===== config.mk =====
export PLATFORM = sky130hd
export DESIGN_NAME = accessory_frame_deframer
export DESIGN_NICKNAME = d
export VERILOG_FILES = /design/src/rtl/core/afd_pkg.sv /design/src/rtl/core/afd_parser.sv /design/src/rtl/core/afd_fifo.sv /design/src/rtl/core/afd_emit.sv /design/src/rtl/core/accessory_frame_deframer.sv
export SDC_FILE = /design/constraint.sdc
export NUM_CORES = 1
export LEC_CHECK = 0
export ABC_AREA = 1
export BUFFER_PORTS_ARGS = -buffer_cell sky130_fd_sc_hd__buf_2
export CAP_MARGIN = 10
export CORE_ASPECT_RATIO = 0.9
export CORE_MARGIN = 4
export CORE_UTILIZATION = 45
export DETAILED_ROUTE_END_ITERATION = 12
export HOLD_SLACK_MARGIN = 0.02
export PLACE_DENSITY = 0.6
export SYNTH_ARGS = -nofsm -noshare
export SYNTH_HDL_FRONTEND = slang
export SYNTH_HIERARCHICAL = 1
export SYNTH_SLANG_ARGS = --single-unit

===== constraint.sdc =====
create_clock -name clk -period 10.5 [get_ports clk]
set_clock_uncertainty 0.15 [all_clocks]
set_input_delay 1.575 -clock clk [delete_from_list [all_inputs] [get_ports clk]]
set_output_delay 1.575 -clock clk [all_outputs]
set_load 0.03 [all_outputs]

===== src/rtl/core/afd_pkg.sv =====
`default_nettype none

package afd_pkg;

	// Header and length limits of the frame format.
	localparam logic [7:0] HDR_FIRST  = 8'hFF;
	localparam logic [7:0] HDR_SECOND = 8'h55;
	localparam logic [7:0] FIXED_PART = 8'd3;
	localparam logic [7:0] MAX_LENGTH = 8'd251;

	// Kinds of result words.
	localparam logic KIND_PARAM = 1'b0;
	localparam logic KIND_END   = 1'b1;

	typedef enum logic [7:0] {
		PH_HUNT  = 8'b0000_0001,
		PH_HDR2  = 8'b0000_0010,
		PH_LEN   = 8'b0000_0100,
		PH_MODE  = 8'b0000_1000,
		PH_CMDH  = 8'b0001_0000,
		PH_CMDL  = 8'b0010_0000,
		PH_PARAM = 8'b0100_0000,
		PH_CHECK = 8'b1000_0000
	} phase_t;

	typedef struct packed {
		logic        kind;
		logic [15:0] command;
		logic [7:0]  mode;
		logic [7:0]  data;
		logic [7:0]  index;
		logic [7:0]  count;
		logic        last;
	} item_t;

endpackage

`default_nettype wire


===== src/rtl/core/afd_parser.sv =====
`default_nettype none

module afd_parser (
	input  wire logic           clk,
	input  wire logic           arst_n,
	input  wire logic           in_valid,
	output logic                in_ready,
	input  wire logic [7:0]     rx_byte,
	input  wire logic           q_full,
	output logic                push,
	output afd_pkg::item_t      push_item
);

	afd_pkg::phase_t phase_q;
	afd_pkg::phase_t phase_d;
	logic [7:0]      param_total_q;
	logic [7:0]      param_seen_q;
	logic [15:0]     cmd_q;
	logic [7:0]      mode_q;
	logic            accept;
	logic [7:0]      seen_inc;

	assign in_ready = !q_full;
	assign accept   = in_valid && in_ready;
	assign seen_inc = param_seen_q + 8'd1;

	always_comb begin
		phase_d = phase_q;
		unique case (phase_q)
			afd_pkg::PH_HUNT: begin
				if (rx_byte == afd_pkg::HDR_FIRST) phase_d = afd_pkg::PH_HDR2;
			end
			afd_pkg::PH_HDR2: begin
				if (rx_byte == afd_pkg::HDR_SECOND) phase_d = afd_pkg::PH_LEN;
				else if (rx_byte == afd_pkg::HDR_FIRST) phase_d = afd_pkg::PH_HDR2;
				else phase_d = afd_pkg::PH_HUNT;
			end
			afd_pkg::PH_LEN: begin
				if (rx_byte < afd_pkg::FIXED_PART || rx_byte > afd_pkg::MAX_LENGTH) begin
					phase_d = afd_pkg::PH_HUNT;
				end else begin
					phase_d = afd_pkg::PH_MODE;
				end
			end
			afd_pkg::PH_MODE: phase_d = afd_pkg::PH_CMDH;
			afd_pkg::PH_CMDH: phase_d = afd_pkg::PH_CMDL;
			afd_pkg::PH_CMDL: begin
				phase_d = (param_total_q == 8'd0) ? afd_pkg::PH_CHECK : afd_pkg::PH_PARAM;
			end
			afd_pkg::PH_PARAM: begin
				if (seen_inc >= param_total_q) phase_d = afd_pkg::PH_CHECK;
			end
			afd_pkg::PH_CHECK: phase_d = afd_pkg::PH_HUNT;
			default: phase_d = afd_pkg::PH_HUNT;
		endcase
	end

	// Parameter bytes and the checksum byte each give one word.
	always_comb begin
		push              = accept && (phase_q == afd_pkg::PH_PARAM ||
		                               phase_q == afd_pkg::PH_CHECK);
		push_item.command = cmd_q;
		push_item.mode    = mode_q;
		push_item.count   = param_total_q;
		if (phase_q == afd_pkg::PH_PARAM) begin
			push_item.kind  = afd_pkg::KIND_PARAM;
			push_item.data  = rx_byte;
			push_item.index = param_seen_q;
			push_item.last  = 1'b0;
		end else begin
			push_item.kind  = afd_pkg::KIND_END;
			push_item.data  = 8'd0;
			push_item.index = 8'd0;
			push_item.last  = 1'b1;
		end
	end

	always_ff @(posedge clk or negedge arst_n) begin
		if (!arst_n) begin
			phase_q       <= afd_pkg::PH_HUNT;
			param_total_q <= 8'd0;
			param_seen_q  <= 8'd0;
			cmd_q         <= 16'd0;
			mode_q        <= 8'd0;
		end else if (accept) begin
			phase_q <= phase_d;
			unique case (phase_q)
				afd_pkg::PH_LEN: begin
					if (phase_d == afd_pkg::PH_MODE) begin
						param_total_q <= rx_byte - afd_pkg::FIXED_PART;
						param_seen_q  <= 8'd0;
					end
				end
				afd_pkg::PH_MODE:  mode_q        <= rx_byte;
				afd_pkg::PH_CMDH:  cmd_q         <= {rx_byte, 8'd0};
				afd_pkg::PH_CMDL:  cmd_q[7:0]    <= rx_byte;
				afd_pkg::PH_PARAM: param_seen_q  <= seen_inc;
				default: ;
			endcase
		end
	end

	// The parameter phase is only entered with a nonzero parameter count.
	a_param_nonzero: assert property (@(posedge clk) disable iff (!arst_n)
		phase_q == afd_pkg::PH_PARAM |-> param_total_q != 8'd0)
		else $error("parameter phase with zero parameter count");

endmodule

`default_nettype wire


===== src/rtl/core/afd_fifo.sv =====
`default_nettype none

module afd_fifo #(
	parameter int DEPTH = 2
) (
	input  wire logic           clk,
	input  wire logic           arst_n,
	input  wire logic           push,
	input  wire afd_pkg::item_t push_item,
	output logic                full,
	input  wire logic           pop,
	output logic                not_empty,
	output afd_pkg::item_t      pop_item
);

	localparam int PW = (DEPTH > 1) ? $clog2(DEPTH) : 1;
	localparam int CW = $clog2(DEPTH + 1);
	localparam logic [PW-1:0] LAST_PTR = PW'(DEPTH - 1);
	localparam logic [CW-1:0] FULL_CNT = CW'(DEPTH);

	afd_pkg::item_t mem_q [DEPTH];
	logic [PW-1:0]  wr_ptr_q;
	logic [PW-1:0]  rd_ptr_q;
	logic [CW-1:0]  count_q;

	assign full      = (count_q == FULL_CNT);
	assign not_empty = (count_q != '0);
	assign pop_item  = mem_q[rd_ptr_q];

	always_ff @(posedge clk) begin
		if (push) mem_q[wr_ptr_q] <= push_item;
	end

	always_ff @(posedge clk or negedge arst_n) begin
		if (!arst_n) begin
			wr_ptr_q <= '0;
			rd_ptr_q <= '0;
			count_q  <= '0;
		end else begin
			if (push) wr_ptr_q <= (wr_ptr_q == LAST_PTR) ? '0 : wr_ptr_q + PW'(1);
			if (pop)  rd_ptr_q <= (rd_ptr_q == LAST_PTR) ? '0 : rd_ptr_q + PW'(1);
			if (push && !pop) count_q <= count_q + CW'(1);
			else if (pop && !push) count_q <= count_q - CW'(1);
		end
	end

	a_no_overflow: assert property (@(posedge clk) disable iff (!arst_n)
		push |-> (!full || pop))
		else $error("queue written while full");

	a_no_underflow: assert property (@(posedge clk) disable iff (!arst_n)
		pop |-> not_empty)
		else $error("queue read while empty");

	a_count_drops: assert property (@(posedge clk) disable iff (!arst_n)
		(pop && !push) |=> count_q == $past(count_q) - CW'(1))
		else $error("queue count did not drop on read");

endmodule

`default_nettype wire


===== src/rtl/core/afd_emit.sv =====
`default_nettype none

module afd_emit (
	input  wire logic           clk,
	input  wire logic           arst_n,
	input  wire logic           q_not_empty,
	input  wire afd_pkg::item_t q_item,
	output logic                pop,
	output logic                out_valid,
	input  wire logic           out_ready,
	output afd_pkg::item_t      out_item
);

	logic           valid_q;
	afd_pkg::item_t item_q;

	// The output register reloads whenever it is empty or being drained.
	assign pop       = q_not_empty && (!valid_q || out_ready);
	assign out_valid = valid_q;
	assign out_item  = item_q;

	always_ff @(posedge clk or negedge arst_n) begin
		if (!arst_n) begin
			valid_q <= 1'b0;
		end else if (!valid_q || out_ready) begin
			valid_q <= q_not_empty;
		end
	end

	always_ff @(posedge clk) begin
		if (pop) item_q <= q_item;
	end

endmodule

`default_nettype wire


===== src/rtl/core/accessory_frame_deframer.sv =====
`default_nettype none

// Channel | Direction | Handshake            | Payload
// input   | in        | in_valid / in_ready  | rx_byte
// result  | out       | out_valid/ out_ready | item_kind, command, frame_mode, param_byte,
//         |           |                      | param_index, param_count, frame_last
//
// One byte word is accepted per cycle while the queue is not full; the parser state machine
// decides each byte in the cycle it arrives, so the rate is set by that single state update.
// A result word is written into the queue and then into the output register, and leaves
// when out_ready is high; a full word stream runs at one word per cycle while it stays high.
// When the output is stalled, the queue between parser and output register absorbs
// up to QUEUE_DEPTH words before in_ready drops.
// Reset is asynchronous and active low; the parser returns to hunting for the header
// and the queue and output register come up empty.

module accessory_frame_deframer #(
	parameter int QUEUE_DEPTH = 2
) (
	input  wire logic        clk,
	input  wire logic        arst_n,
	input  wire logic        in_valid,
	output logic             in_ready,
	input  wire logic [7:0]  rx_byte,
	output logic             out_valid,
	input  wire logic        out_ready,
	output logic             item_kind,
	output logic [15:0]      command,
	output logic [7:0]       frame_mode,
	output logic [7:0]       param_byte,
	output logic [7:0]       param_index,
	output logic [7:0]       param_count,
	output logic             frame_last
);

	afd_pkg::item_t push_item;
	afd_pkg::item_t q_item;
	afd_pkg::item_t out_item;
	logic           push;
	logic           pop;
	logic           q_full;
	logic           q_not_empty;

	// The front end hunts for the header, tracks the frame fields and turns every
	// parameter byte and checksum byte into one result word.
	afd_parser u_parser (
		.clk       (clk),
		.arst_n    (arst_n),
		.in_valid  (in_valid),
		.in_ready  (in_ready),
		.rx_byte   (rx_byte),
		.q_full    (q_full),
		.push      (push),
		.push_item (push_item)
	);

	// The queue decouples the parser from a stalled consumer.
	afd_fifo #(
		.DEPTH (QUEUE_DEPTH)
	) u_fifo (
		.clk       (clk),
		.arst_n    (arst_n),
		.push      (push),
		.push_item (push_item),
		.full      (q_full),
		.pop       (pop),
		.not_empty (q_not_empty),
		.pop_item  (q_item)
	);

	// The back end holds the word that is on offer at the output ports.
	afd_emit u_emit (
		.clk         (clk),
		.arst_n      (arst_n),
		.q_not_empty (q_not_empty),
		.q_item      (q_item),
		.pop         (pop),
		.out_valid   (out_valid),
		.out_ready   (out_ready),
		.out_item    (out_item)
	);

	assign item_kind   = out_item.kind;
	assign command     = out_item.command;
	assign frame_mode  = out_item.mode;
	assign param_byte  = out_item.data;
	assign param_index = out_item.index;
	assign param_count = out_item.count;
	assign frame_last  = out_item.last;

endmodule

`default_nettype wire


==> results of run 1 <==
[metal layers]
metal  routed length, µm  GRT usage (%)  part of all wire, %
met3                 764           2.65                  5.2
met5                   0              0                    0
met4                 203           3.20                  1.4
met2                6940           23.3                   47
met1                6720           19.3                   46
[final timing paths]
kind,depth (start not counted),from,endpoint,slack (ps)
max,6,in_valid,u_fifo/mem_q[0][27],7140
min,0,u_parser/mode_q[3],u_fifo/mem_q[1][28],310
max reg2reg,8,u_fifo/count_q[1],u_fifo/mem_q[0][27],7720
min reg2reg,0,u_parser/mode_q[3],u_fifo/mem_q[1][28],310
max in group asynchronous,2,arst_n,u_fifo/rd_ptr_q,8620
min in group asynchronous,2,arst_n,u_emit/out_valid,1060
[critical path: cells and delay by family]
kind,cells,cell delay (ps)
simple gates,2,350
compound gates,1,560
buf+inv,3,760
[cells by family after synthesis]
kind of cell / share of synthesized area (%)
flops: 69.1
simple gates: 10.0
buf+inv: 4.70
compound gates: 4.27
mux: 8.85
xor+xnor: 1.25
fa+ha+maj: 1.78
[layout make-up]
type | count | share of cell area [%]
flip-flops and latches | 203 | 60.6
clock buffers | 27 | 6.01
inverters | 60 | 2.35
multi-input cells | 325 | 23.1
repair buffers | 68 | 3.80
clock inverters | 11 | 0.884
well taps | 245 | 3.19
[flip-flops by register name, summed over array words and instances (netlist names), 2 cells and up]
register,count
u_parser/phase_q,8
u_emit/out_item,50
u_parser/param_total_q,8
u_fifo/mem_q,100
u_parser/cmd_q,16
u_parser/mode_q,8
u_fifo/count_q,2
u_parser/param_seen_q,8
[synthesized netlist by cell type, drive strengths merged]
cell type,n
dfrtp,52
nand3,12
dfstp,1
clkinv,3
clkbuf,2
mux2,50
o31ai,1
a211oi,1
edfxtp,150
nor2,49
o21bai,1
nand3b,1
nand4,4
xnor2,1
inv,57
and2,1
buf,11
ha,12
xor2,11
nand2,121
o21a,1
o21ai,49
nor3,5
a21oi,5
[through the flow]
stage | hold slack (ps) | util (%) | worst slack, ps | area (µm²)
after CTS | 308 | 52.2 | 6940 | 9600
after global routing | 312 | 52.3 | 6950 | 9620
after detailed placement | 305 | 48.5 | 6440 | 8940
final | 307 | 52.3 | 7140 | 9620
after floorplan | 292 | - | 5460 | 8440
after global placement | 300 | 48.5 | 6490 | 8940
[power by group]
group | switching [mW] | internal [mW] | total (mW)
clock network | 0.285 | 0.414 | 0.699
registers | 0.0509 | 1.01 | 1.06
logic | 0.341 | 0.198 | 0.539
==> qor.yml, run 1 <==
status: "finished clean"
cp.arrival_ps: 3310
crit_slowest_cell: "a211oi_1"
drive_gt1_share_pct: 28.0
ant_nets: 0
setup_viol_count_final: 0
htree_levels: 1
ctsHoldBuffers: 0
grt_util_all_layers_pct: 14.0
final_cells: 939
min_period_ps: 3360
regArea_um2: 5830
yosysWarnings: 6
cp_max_fo: 50
fp.dieW_um: 152
crit_path_start_kind: "input port"
worstHoldPathType: "reg -> reg"
antenna_found_initial: 0
via_count: 4527
nets: 703
wl_um: 14600
root_buffer: "clkbuf_16"
overflow: 0
fmax_ghz: 0.298
multi_input_area_um2: 2220
clock_latency_ps: 490
gp_congestion: 0.818
hold_viol: 0
relSlewSlack_pct: 51.8
crit_path_end_kind: "register"
firstDrtPassIters: 4
cap_violations: 0
die_y_um: 138
ys_seq_area_share_pct: 69.1
grt_pass1_wl_um: 23600
avgSynthCellArea_um2: 14.0
synthTopCellsByArea: "edfxtp_1 (53%), dfrtp_1 (15%), mux2_4 (8.7%)"
syn_nets: 625
path_cells: "buf_2 -> nand2_1 -> a211oi_1 -> inv_1 -> nor2_4 -> buf_4"
cts_sinks: 203
initial_core_util_pct: 45.8
rows: 47
grt_max_degree: 54
hpwl_um: 9470
power_density_nw_per_um2: 239
crit_type: "in -> reg"
pin_count: 64
peakVddDrop_v: 0.000102
cts_buffers: 21
diodes: 0
maxSlewViolCount: 0
synthesis.area_um2: 8440
final_common_cell: "edfxtp_1"
syn_inst: 601
fin_crit_sh_pct: 32.0
post_cts_resized: 0
rsz0062_at_grt: "no"
syn_to_final_growth_pct: 14.0
setup_tns_ps: 0
worstPathRequired_ps: 10450
cts_tree: "built"
clkTransAtPathRegs_ps: 60
ys_types: 42
final_cell_mix: "edfxtp_1 (150), nand2_1 (109), buf_2 (63)"
ys_ff_latch: 203
grt_pass1_vias: 4481
io_buffers: 63
dp_cells: 900
drc: 0
power_mw: 2.30
viasPerCell: 4.82
synth_top_area_share_pct: 53.4
max_stage_delay_ps: 560
cts.path.max_buffers: 3
p_leak_nw: 3.96
num-fill-cells: 1539
synth_top_area_cell: "edfxtp_1"
tightest_slew_ps: 724
post_cts_buffers: 0
drt_iter0_drc: 216
core-area_um2: 18400
die_area_um2: 21000
wl_per_cell_um: 15.6
Note: power is estimated with default switching activity, not from simulation.
==> inputs of run 2 (changes only) <==
--- a/config.mk
+++ b/config.mk
@@ -5,7 +5,7 @@
 export SDC_FILE = /design/constraint.sdc
 export NUM_CORES = 1
 export LEC_CHECK = 0
-export ABC_AREA = 1
+export ABC_AREA = 0
 export BUFFER_PORTS_ARGS = -buffer_cell sky130_fd_sc_hd__buf_2
 export CAP_MARGIN = 10
 export CORE_ASPECT_RATIO = 0.9
@@ -13,7 +13,7 @@
 export CORE_UTILIZATION = 45
 export DETAILED_ROUTE_END_ITERATION = 12
 export HOLD_SLACK_MARGIN = 0.02
-export PLACE_DENSITY = 0.6
+export PLACE_DENSITY = 0.62
 export SYNTH_ARGS = -nofsm -noshare
 export SYNTH_HDL_FRONTEND = slang
 export SYNTH_HIERARCHICAL = 1
==> constraint.sdc (replaced) <==
create_clock -name clk -period 3.05 [get_ports clk]
set_clock_uncertainty 0.15 [all_clocks]
set_input_delay 0.4575 -clock clk [delete_from_list [all_inputs] [get_ports clk]]
set_output_delay 0.4575 -clock clk [all_outputs]
set_load 0.03 [all_outputs]
==> run 2 against run 1 <==
Net effect: design area fell by 1.1%; sequential power rose to 3.5 times the previous value; highest routed layer unchanged; first-iteration DRC count increased by 19%; flip-flop and latch count did not move; total power grew to 3.6 times the previous value; clock-buffer cell count grew 1; critical path depth down 1; routed wire length grew 0.38%; register-to-register slack lost 7400 ps; non-clock buffer count increased by 8.
==> qor.yml, run 2 <==
p_leak_nw: 3.84
intPower_mw: 5.71
drc: 0
die_area_um2: 20700
relSlewSlack_pct: 46.1
post_cts_buffers: 0
synth_top_flop_cell: "edfxtp_1"
synthMostInstantiatedCell: "edfxtp_1"
status: "finished clean"
core-area_um2: 17800
synth-edff-count: 150
synth_top_area_share_pct: 54.3
clkTransAtPathRegs_ps: 60
synth_top_area_cell: "edfxtp_1"
cts_buffers: 21
grt_pass1_wl_um: 23200
p_sw_mw: 2.54
peakVddDrop_v: 0.000398
synth_simple_gate_area_share_pct: 8.55
via_count: 4237
root_buffer: "clkbuf_16"
regArea_um2: 5830
ys_seq_area_share_pct: 70.3
cts_sinks: 203
hold_path_end: "u_emit/out_valid"
crit_path_end_kind: "register"
fp.dieW_um: 151
viasPerCell: 5.01
ys_types: 45
syn_inst: 519
cts.path.max_buffers: 3
ys_ff_latch: 203
ctsHoldBuffers: 1
cp.arrival_ps: 2730
min_path_cells: 3
synthXorXnorAreaFrac_pct: 2.22
sequentialPowerShare_pct: 45.3
initial_core_util_pct: 46.5
hp-start: "out_ready"
synthArstFlopShare_pct: 26.1
crit_path_start_kind: "register"
drt_iter0_drc: 256
worstPathRequired_ps: 3080
drive_gt1_share_pct: 29.7
rsz0062_at_grt: "no"
gp_congestion: 0.805
firstDrtPassIters: 4
clkPwrFrac_pct: 28.7
fmax_ghz: 0.371
min_period_ps: 2690
wl_per_cell_um: 17.4
grt_util_all_layers_pct: 14.5
synthesis.area_um2: 8290
hold_viol: 0
clock_latency_ps: 480
multi_input_area_um2: 2210
nets: 616
synth_mux_area_share_pct: 10.9
antenna_found_initial: 0
reg2reg_depth: 5
die_y_um: 137
io_buffers: 63
grt_max_degree: 54
combPwrFrac_pct: 26.0
final_cell_mix: "edfxtp_1 (150), buf_2 (63), dfrtp_1 (51)"
tightest_slew_ps: 802
final_common_cell: "edfxtp_1"
wl_um: 14700
setup_tns_ps: 0
maxSlewViolCount: 0
hpwl_um: 9620
diodes: 0
ant_nets: 0
post_cts_resized: 0
synth.top_cells.by_count: "edfxtp_1 (150), dfrtp_1 (52), nand2_1 (50)"
cp_max_fo: 21
cts_tree: "built"
crit_type: "reg -> reg"
pin_count: 64
setup_ws_ps: 355
grt_pass1_vias: 4381
avgSynthCellArea_um2: 16.0
overflow: 0
rrSetupSlack_ps: 360
synth_top_family_by_area: "multiplexers"
setup_viol_count_final: 0
cap_violations: 0
swShare_pct: 30.8
htree_levels: 1
worstHoldPathType: "in -> reg"
largest_register_ffs: 100
syn_nets: 543
fin_crit_sh_pct: 88.3
r2r-start: "u_parser/phase_q[2]"
regMostFlops: "u_fifo/mem_q"
power_density_nw_per_um2: 867
synth-adder-area-share_pct: 1.81
syn_to_final_growth_pct: 14.7
yosysWarnings: 6
synth-compound-area-share_pct: 3.02
num-fill-cells: 1474
rows: 46
pre_cts_ws_ps: 371
timing.rr.end: "u_fifo/mem_q[0][41]"
power_mw: 8.25
synthTopCellsByArea: "edfxtp_1 (54%), dfrtp_1 (16%), mux2_4 (8.9%)"
## run 2: cell count changes in the layout (fill, tap and decap cells not counted), moves of 5 or more
cell	change
a21oi_1	+5
and2_1	+15
inv_1	-39
inv_2	-6
mux2_2	+14
nand2_1	-59
nand2_2	-11
nand3_1	+5
nor2_1	-25
nor2b_1	+5
o21ai_0	-7
o21ai_2	-12
xnor2_1	+10
## run 2: final cells by class
cell class,count,share of cell area (%)
clock inverter,9,0.776
sequential,203,61.3
multi-input combinational,278,23.2
timing repair buffer,76,5.03
inverter,12,0.474
tap,240,3.16
clock buffer,28,6.01
## run 2: through the flow
| stage | area, µm² | cells | utilization, % | hold slack [ps] |
|---|---|---|---|---|
| finish | 9510 | 846 | 53.3 | 85.5 |
| global placement | 8850 | 808 | 49.6 | 296 |
| detailed placement | 8850 | 808 | 49.6 | 304 |
| floorplan | 8300 | 519 | - | 11.9 |
| CTS | 9510 | 846 | 53.3 | 70.9 |
| global route | 9510 | 846 | 53.3 | 94.9 |
## run 2: logic make-up after synthesis
| logic type | count (synthesis) |
|---|---|
| compound gates | 44 |
| xor+xnor | 21 |
| fa+ha+maj | 12 |
| buf+inv | 38 |
| flops | 203 |
| mux | 64 |
| simple gates | 137 |
## run 2: per-layer routing
layer	GRT usage, %	share of wire (%)
met1	19.6	44
met5	0	0
met3	2.78	6.0
met4	4.23	1.8
met2	24.2	48
## run 2: worst max-delay path by stage
| stage | startpoint | end | slack, ps |
|---|---|---|---|
| 2_1_floorplan | u_fifo/count_q[1] | u_fifo/mem_q[0][0] | 110 |
| 3_3_place_gp | in_valid | u_fifo/mem_q[0][44] | 440 |
| 6_report | u_parser/phase_q[2] | u_fifo/mem_q[0][41] | 360 |
| 5_1_grt | u_parser/phase_q[2] | u_fifo/mem_q[0][30] | 210 |
| 3_5_place_dp | in_valid | u_fifo/mem_q[0][31] | 370 |
| 4_1_cts | u_parser/phase_q[2] | u_fifo/mem_q[0][41] | 380 |
## run 2: worst max-delay path: stages (launching register included)
cell	delay [ps]
dfrtp_1	430
nor2_1	200
nand2_1	140
nor3_1	690
nor2b_4	540
buf_12	240
## run 2: power groups by stage
stage,Sequential (mW),Combinational (mW),Clock [mW]
finish,3.73,2.15,2.37
global route,3.77,2.31,2.56
CTS,3.74,2.19,2.45
detailed placement,3.79,2.18,0
global placement,3.77,2.14,0
floorplan,4.30,1.18,0
==> inputs of run 3 (changes only) <==
--- a/config.mk
+++ b/config.mk
@@ -8,9 +8,9 @@
 export ABC_AREA = 0
 export BUFFER_PORTS_ARGS = -buffer_cell sky130_fd_sc_hd__buf_2
 export CAP_MARGIN = 10
-export CORE_ASPECT_RATIO = 0.9
 export CORE_MARGIN = 4
 export CORE_UTILIZATION = 45
+export CTS_BUF_LIST = sky130_fd_sc_hd__clkbuf_4
 export DETAILED_ROUTE_END_ITERATION = 12
 export HOLD_SLACK_MARGIN = 0.02
 export PLACE_DENSITY = 0.62
==> run 3 against run 2 <==
Net effect: clock power decreased by 2%; routed wire length increased by 1.0%; worst setup slack improved by 190 ps; sequential power about the same; first-iteration DRC count increased by 11%; global-route usage increased by 0.42 points; die area about the same; critical endpoint is now u_parser/cmd_q[14]; critical path depth decreased by 1; combinational power about the same; maximum frequency increased by 7.4%; design area increased by 0.80%; highest routed layer unchanged.
==> qor.yml, run 3 (synthesized netlist as in run 2, its figures left out) <==
reg2reg_depth: 4
gp_congestion: 0.855
worstSetupEndpoint: "u_parser/cmd_q[14]"
hpwl_um: 9470
crit_slowest_cell: "or4b_1"
cp_max_fo: 18
power_mw: 8.19
die_y_um: 144
tightest_slew_ps: 714
largest_register_ffs: 100
dp_cells: 798
regMostFlops: "u_fifo/mem_q"
overflow: 0
cts_tree: "built"
utilization_pct: 53.2
ctsHoldBuffers: 8
setup_tns_ps: 0
setup_viol_count_final: 0
wl_per_cell_um: 16.4
hold-worst-slack_ps: 81.3
peakVddDrop_v: 0.000431
grt_pass1_vias: 4709
firstDrtPassIters: 5
cts_sinks: 203
rrSetupSlack_ps: 540
rsz0062_at_grt: "no"
clock_latency_ps: 650
post_cts_resized: 0
startpoint: "u_parser/phase_q[6]"
crit_family: "simple AND/OR/NAND/NOR gates"
ant_nets: 0
worstPathRequired_ps: 3400
fin_crit_sh_pct: 82.3
root_buffer: "clkbuf_4"
viasPerCell: 4.99
relSlewSlack_pct: 51.1
wl_um: 14800
path_cells: "nor4_2 -> nand2_1 -> or4b_1 -> mux2_2"
final_cells: 902
crit_path_start_kind: "register"
r2r-start: "u_parser/phase_q[6]"
cp_num_buf_inv: 0
io_buffers: 63
power_density_nw_per_um2: 854
fp.dieW_um: 144
min_period_ps: 2510
max_stage_delay_ps: 830
pin_count: 64
fmax_ghz: 0.399
cp.arrival_ps: 2860
clkTransAtPathRegs_ps: 60
nets: 654
post_cts_buffers: 0
drc: 0
core-area_um2: 18000
path_depth: 4
die_area_um2: 20700
final_common_cell: "edfxtp_1"
grt_max_degree: 39
timing.rr.end: "u_parser/cmd_q[14]"
crit_type: "reg -> reg"
initial_core_util_pct: 46.0
status: "finished clean"
cts.path.max_buffers: 3
worstHoldPathType: "in -> reg"
rows: 49
p_leak_nw: 3.97
via_count: 4505
crit_path_end_kind: "register"
drive_gt1_share_pct: 35.1
maxSlewViolCount: 0
syn_to_final_growth_pct: 15.6
grt_pass1_wl_um: 24000
antenna_found_initial: 1
cap_violations: 0
drt_iter0_drc: 285
grt_util_all_layers_pct: 15.0
hold_viol: 0
final_cell_mix: "edfxtp_1 (150), clkbuf_4 (82), buf_2 (63)"
cts_buffers: 51
htree_levels: 2
run 3: cell types whose count changed in the layout (fill, tap and decap cells not counted), sizes merged:
cell         previous run  this run
clkbuf                 28        82
dlygate4sd3             1         8
inv                    12        13
diode                   0         1
clkinv                  6        11
clkinvlp                2         0
buf                    75        76
run 3: per-stage QoR:
stage | instance area [µm²] | setup slack, ps
finish | 9590 | 541
global route | 9590 | 417
CTS | 9580 | 566
detailed placement | 8810 | 580
global placement | 8810 | 642
floorplan | 8300 | 112
run 3: layout make-up:
class                   instances  area (µm²)
clock buffers                  82         616
clock inverters                13        77.6
diodes                          1        2.50
fillers                      1520        8440
inverters                      12        45.0
flip-flops and latches        203        5830
well taps                     229         287
repair buffers                 84         518
multi-input cells             278        2210
run 3: worst min-delay path by stage:
stage | start | to | slack [ps] | depth (start not counted)
2_1_floorplan | arst_n | u_emit/out_valid | 10 | 0
3_3_place_gp | u_parser/mode_q[6] | u_fifo/mem_q[1][31] | 300 | 0
3_5_place_dp | u_parser/cmd_q[4] | u_fifo/mem_q[1][37] | 310 | 0
4_1_cts | rx_byte[5] | u_parser/cmd_q[5] | 30 | 3
5_1_grt | rx_byte[0] | u_parser/param_total_q[0] | 50 | 2
6_report | rx_byte[5] | u_parser/cmd_q[5] | 80 | 3
run 3: power by group:
group          leakage [nW]  switching [mW]  internal, mW
Clock                 0.418            1.02          1.30
Sequential             2.17           0.220          3.51
Combinational          1.39            1.34         0.800
run 3: worst min-delay path: stages:
cell and delay, ps:
buf_2 180, nand2_1 80, o21ai_0 90
run 3: layer usage:
layer | part of all wire, % | global-route usage, % | up-vias
li1 | - | - | 2152
met1 | 41 | 17.8 | 2199
met2 | 52 | 26.2 | 131
met3 | 6.0 | 4.09 | 23
met4 | 1.6 | 5.25 | 0
met5 | 0 | 0 | -
